===== config.mk =====
export PLATFORM = sky130hd
export DESIGN_NAME = gcdb_isqrt
export DESIGN_NICKNAME = d
export VERILOG_FILES = /design/src/gcdb_pkg.sv /design/src/gcdb_isqrt.sv
export SDC_FILE = /design/constraint.sdc
export NUM_CORES = 2
export LEC_CHECK = 0
export BUFFER_PORTS_ARGS = -buffer_cell sky130_fd_sc_hd__buf_2
export CELL_PAD_IN_SITES_DETAIL_PLACEMENT = 0
export CELL_PAD_IN_SITES_GLOBAL_PLACEMENT = 1
export CORE_ASPECT_RATIO = 0.75
export CORE_MARGIN = 3
export CORE_UTILIZATION = 50
export DETAILED_ROUTE_END_ITERATION = 7
export GPL_TIMING_DRIVEN = 0
export HOLD_SLACK_MARGIN = 0.12
export PLACE_DENSITY = 0.78
export REMOVE_ABC_BUFFERS = 1
export SYNTH_ARGS = -nofsm -noshare
export SYNTH_HDL_FRONTEND = slang
export SYNTH_SLANG_ARGS = --single-unit

===== constraint.sdc =====
create_clock -name clk -period 3.61 [get_ports clk]
set_input_delay 0.722 -clock clk [delete_from_list [all_inputs] [get_ports clk]]
set_output_delay 0.722 -clock clk [all_outputs]
set_load 0.01 [all_outputs]

===== src/gcdb_pkg.sv =====
// Shared types, widths and constants for the great-circle distance/bearing block.
// Holds the CORDIC arctangent table. No dependencies.
package gcdb_pkg;

	// CORDIC iteration count, shared by the rotation and vectoring pipelines
	localparam int CORDIC_STEPS = 24;

	// Datapath widths
	localparam int TW  = 33;          // Q30 trig values and folded angles
	localparam int AW  = 36;          // unwrapped radian angles
	localparam int ZW  = 35;          // vectoring angle accumulator
	localparam int BW  = 34;          // vectoring input components
	localparam int VW  = 37;          // vectoring x/y datapath
	localparam int RW  = 31;          // square root result
	localparam int SQW = 2 * RW - 1;  // square root operand
	localparam int RDW = 34;          // radians from degree conversion

	typedef logic signed [TW-1:0] trig_t;
	typedef logic signed [AW-1:0] ang_t;
	typedef logic signed [ZW-1:0] zang_t;
	typedef logic signed [BW-1:0] vec_t;
	typedef logic signed [VW-1:0] vw_t;
	typedef logic [RW-1:0] root_t;

	// Q30 angle constants
	localparam ang_t Q_PI      = 36'sd3373259426;
	localparam ang_t Q_HALF_PI = 36'sd1686629713;
	localparam ang_t Q_TWO_PI  = 36'sd6746518852;
	localparam trig_t Q_ONE    = 33'sd1073741824;
	localparam trig_t Q_GAIN   = 33'sd652032874;

	// Degree to radian factor round(pi/180 * 2^40), split at bit K_SPLIT
	localparam int K_SPLIT = 18;
	localparam logic signed [18:0] K_LO = 19'sd108693;
	localparam logic signed [17:0] K_HI = 18'sd73204;

	// Radian to degree factor round(180/pi * 2^24)
	localparam logic signed [30:0] DEG_PER_RAD = 31'sd961263669;
	localparam logic signed [31:0] FULL_TURN   = 32'sd377487360;

	localparam logic [15:0] RADIUS_RESET = 16'd6371;

	// atan(2^-i) in Q30
	function automatic logic [31:0] atan_q30(input int i);
		logic [31:0] r;
		case (i)
			0:  r = 32'h3243F6A8;
			1:  r = 32'h1DAC6705;
			2:  r = 32'h0FADBAFC;
			3:  r = 32'h07F56EA6;
			4:  r = 32'h03FEAB76;
			5:  r = 32'h01FFD55B;
			6:  r = 32'h00FFFAAA;
			7:  r = 32'h007FFF55;
			8:  r = 32'h003FFFEA;
			9:  r = 32'h001FFFFD;
			10: r = 32'h000FFFFF;
			11: r = 32'h0007FFFF;
			12: r = 32'h0003FFFF;
			13: r = 32'h0001FFFF;
			14: r = 32'h0000FFFF;
			15: r = 32'h00007FFF;
			16: r = 32'h00003FFF;
			17: r = 32'h00001FFF;
			18: r = 32'h00000FFF;
			19: r = 32'h000007FF;
			20: r = 32'h000003FF;
			21: r = 32'h000001FF;
			22: r = 32'h000000FF;
			23: r = 32'h0000007F;
			24: r = 32'h0000003F;
			25: r = 32'h0000001F;
			26: r = 32'h0000000F;
			27: r = 32'h00000008;
			28: r = 32'h00000004;
			29: r = 32'h00000002;
			30: r = 32'h00000001;
			default: r = 32'h00000000;
		endcase
		return r;
	endfunction

endpackage


===== src/gcdb_isqrt.sv =====
// Pipelined exact floor square root, one result bit per stage.
// Depends on gcdb_pkg. Accepts one operand per cycle.
module gcdb_isqrt (
	input  logic                      clk,
	input  logic                      arst_n,
	input  logic                      in_valid,
	input  logic [gcdb_pkg::SQW-1:0]  in_value,
	output logic                      out_valid,
	output gcdb_pkg::root_t           out_root
);

	localparam int N   = gcdb_pkg::RW;
	localparam int RMW = 2 * N + 1;

	logic [RMW-1:0] rem_s [0:N];
	logic [N-1:0]   res_s [0:N];
	logic           v_s   [0:N];

	// Load the operand as the first remainder
	always_ff @(posedge clk or negedge arst_n) begin
		if (!arst_n) begin
			v_s[0] <= 1'b0;
		end else begin
			v_s[0] <= in_valid;
		end
	end

	always_ff @(posedge clk) begin
		rem_s[0] <= RMW'(in_value);
		res_s[0] <= '0;
	end

	// Try each result bit from the top, keep it when the remainder allows
	for (genvar j = 0; j < N; j++) begin : g_bit
		localparam int K = N - 1 - j;
		logic [RMW-1:0] trial;

		assign trial = (RMW'(res_s[j]) << (K + 1)) + (RMW'(1) << (2 * K));

		always_ff @(posedge clk or negedge arst_n) begin
			if (!arst_n) begin
				v_s[j+1] <= 1'b0;
			end else begin
				v_s[j+1] <= v_s[j];
			end
		end

		always_ff @(posedge clk) begin
			if (rem_s[j] >= trial) begin
				rem_s[j+1] <= rem_s[j] - trial;
				res_s[j+1] <= res_s[j] | (N'(1) << K);
			end else begin
				rem_s[j+1] <= rem_s[j];
				res_s[j+1] <= res_s[j];
			end
		end
	end

	assign out_valid = v_s[N];
	assign out_root  = res_s[N];

endmodule


==> impl_metrics.env <==
export IMPL_cp_max_fo=6
export IMPL_crit_family="simple AND/OR/NAND/NOR gates"
export IMPL_grt_overflow=0
export IMPL_ys_async_sr_fraction=0.01291
export IMPL_max_stage_delay_ns=0.60
export IMPL_viasPerCell=5.596
export IMPL_violations="DRC"
export IMPL_synth_seq_cells=2478
export IMPL_wl_um=265100
export IMPL_yosysTopAreaCellShare=0.5277
export IMPL_root_buffer="clkbuf_16"
export IMPL_grt_total_usage=0.2704
export IMPL_cp_required_ns=4.33
export IMPL_finalCriticalPeriod_ns=3.602
export IMPL_syn_avg_cell_area_um2=10.09
export IMPL_rsz0062_at_grt="yes"
export IMPL_total_power_mw=82.21
export IMPL_finalCritPeriodShare=0.9977
export IMPL_grt_start_max_net_pins=53
export IMPL_synthMuxAreaShare=0.01115
export IMPL_hold_viol_final=0
export IMPL_wire_per_inst_um=21.87
export IMPL_leakage_nw=48.09
export IMPL_cap_viol_max_count=0
export IMPL_rows=136
export IMPL_start_kind="flop"
export IMPL_ios=96
export IMPL_crit_path_top_delay_cell="or4_4"
export IMPL_clock_skew_ns=0.09932
export IMPL_setup_viol=0
export IMPL_yosysSeqAreaShare=0.5363
export IMPL_drt_iter0_drc=6841
export IMPL_htree_levels=4
export IMPL_route_detailed_drc=10
export IMPL_status="finished, violations left"
export IMPL_fillers=15550
export IMPL_hp_class="reg -> reg"
export IMPL_cts_num_sinks=2478
export IMPL_portBuffers=95
export IMPL_slew_violations=0
export IMPL_drive_gt1_frac=0.1026
export IMPL_nNetsFinal=10100
export IMPL_gp_congestion=0.9371
export IMPL_synth_adder_area_share=0.07051
export IMPL_path_class="reg -> reg"
export IMPL_yosys_top_cells_area="dfxtp_1 (53%), ha_1 (7.1%), xnor2_1 (4.3%)"
export IMPL_synth_edf_count=0
export IMPL_synth_area_um2=92800
export IMPL_arrival_ns=4.32
export IMPL_synth_top_family_by_area="simple AND/OR/NAND/NOR gates"
export IMPL_cts_buffers_inserted=221
export IMPL_synth_largest_area_cell="dfxtp_1"
export IMPL_yosys_area_share_xor_xnor=0.07918
export IMPL_dp_hpwl_um=204700
export IMPL_clock_fmax_ghz=0.2777
export IMPL_coreArea_um2=183800
export IMPL_ys_flop_type="dfxtp_1"
export IMPL_grt_pass1_vias=63270
export IMPL_die_area_um2=190900
export IMPL_worstMarginPinSlew_ns=1.276
export IMPL_end_kind="flop"
export IMPL_dr_pass1_iters=8
export IMPL_yosys_area_share_simple=0.1562
export IMPL_netlist_instances=9196
export IMPL_finalNonFillerCells=12120
export IMPL_yosys_warnings=0
export IMPL_path_cells="inv_1, ha_1, and3_1, nand4_1, or4_4, o21a_4, or4_4, or2_4, nor4_4, xor2_2"
export IMPL_synth_common_cells="dfxtp_1 (2446), inv_1 (644), nor2_1 (635)"
export IMPL_max_slew_margin_rel=0.1477
export IMPL_via_count=67830
export IMPL_syn_to_final_growth_pct=15.39
export IMPL_fin_area_um2=107100
export IMPL_peakVddDrop_uv=537.4
export IMPL_synth_compound_gate_area_share=0.1128
export IMPL_grt_pass1_wl_um=394000
export IMPL_path_clk_slew_ns=0.07
export IMPL_die_h_um=379.1
export IMPL_yosysMostFrequentCell="dfxtp_1"
export IMPL_die_x_um=503.5
export IMPL_p_per_area_nw_per_um2=767.7
export IMPL_worstSkewPairLatency_ns=0.90
export IMPL_drtAntennaViolNets=0
export IMPL_crit_top_cell="or4_4"
export IMPL_floorplan_initialDensity=0.5050
export IMPL_ys_types=95
export IMPL_antenna_found_initial=22
export IMPL_worst_path_buf_inv=1
export IMPL_cts_tree="done"
export IMPL_clockBufferDepth=3
export IMPL_placed_cells=11550
export IMPL_placed_cell_area_um2=96020
==> worst register-to-register path, cell delays in order, from the launching register on <==
cell and delay (ns):
dfxtp_2 0.42, inv_1 0.07, ha_1 0.36, and3_1 0.23, nand4_1 0.22, or4_4 0.60, o21a_4 0.25, or4_4 0.49
or2_4 0.31, nor4_4 0.26, xor2_2 0.27
==> metal layers <==
metal,part of all wire,GRT usage
met2,0.35,0.3329
met5,0.00029,0
met1,0.53,0.4467
met4,0.016,0.05030
met3,0.10,0.08084
==> what timing repair did <==
item                                   CTS  global route
endpoints found under the hold margin   94             0
pin swaps                               30            50
setup endpoints to repair              592           306
hold buffers                            63             0
setup buffers                           34            48
resized for setup                      130           203
cloned                                   6             4
==> sequential cells by signal, summed over array words and instances, names as in the netlist <==
signal     count
rem_s       1950
res_s        496
v_s           31
out_valid      1
==> cell families (layout without fill, tap and decap cells) <==
kind of cell               Yosys count  count (layout)
AOI/OAI and AO/OA                 1680            1682
xor gates and xnor gates           839             839
adders and majority gates          523             523
buffers and inverters              830            1326
DFF                               2478            2478
muxes                               93              93
other                                1              11
and+or+nand+nor                   2752            2755
==> cell type report <==
type,instances,area [um2],share of cell area
Antenna cell,9,22.52,0.0002103
Clock buffer,292,6177,0.05769
Clock inverter,118,1991,0.01859
Inverter,652,2522,0.02356
Multi-Input combinational cell,5894,41430,0.3869
Sequential cell,2478,49840,0.4654
Tap cell,2415,3022,0.02822
Timing Repair Buffer,261,2054,0.01919
Timing Repair inverter,3,25.02,0.0002337
==> where the power goes <==
group / internal [mW] / switching, mW / total (mW) / leakage, nW
combinational: 7.42 / 10.0 / 17.5 / 23.3
sequential: 32.9 / 6.26 / 39.2 / 20.9
clock: 14.8 / 10.7 / 25.6 / 3.90
==> path summary, 6_finish.rpt <==
check                                  start       endpoint  slack, ns  cells after the start
max in group asynchronous             arst_n         v_s[5]       2.70                      2
worst max-delay path            res_s[1][90]  rem_s[19][61]      0.008                     10
worst min register to register        v_s[5]         v_s[4]       0.28                      0
worst min-delay path                  v_s[5]         v_s[4]       0.28                      0
worst max register to register  res_s[1][90]  rem_s[19][61]      0.008                     10
min in group asynchronous             arst_n        v_s[14]       0.40                      2
==> through the flow <==
stage	util	setup WS [ns]	TNS, ns	hold slack (ns)
finish	0.5827	0.008425	0	0.2816
CTS	0.5755	-0.02393	-0.02393	0.2784
global placement	0.5202	-5.220	-1027.21	0.3116
global route	0.5826	-0.04572	-0.1313	0.2867
floorplan	-	-2.144	-182.15	0.3096
detailed placement	0.5225	-1.117	-234.76	0.3121
==> placed cells by master (no fill, tap or decap), types with 41 or more instances in the layout <==
cell type / count
a21o_1: 189
a21oi_1: 593
a31oi_1: 45
and3_1: 50
buf_2: 95
buf_4: 85
clkbuf_16: 223
dfxtp_1: 2407
dlygate4sd3_1: 63
ha_1: 501
inv_1: 640
mux2_2: 83
nand2_1: 527
nand2b_1: 102
nand3_1: 159
nand3b_1: 44
nand4_1: 149
nor2_1: 628
nor2b_1: 70
nor3_1: 233
nor4_1: 275
o21a_1: 95
o21ai_0: 340
o21bai_1: 41
or3_1: 86
or4_1: 77
xnor2_1: 457
xor2_1: 372
No activity file was read; power rests on OpenSTA's default activity.
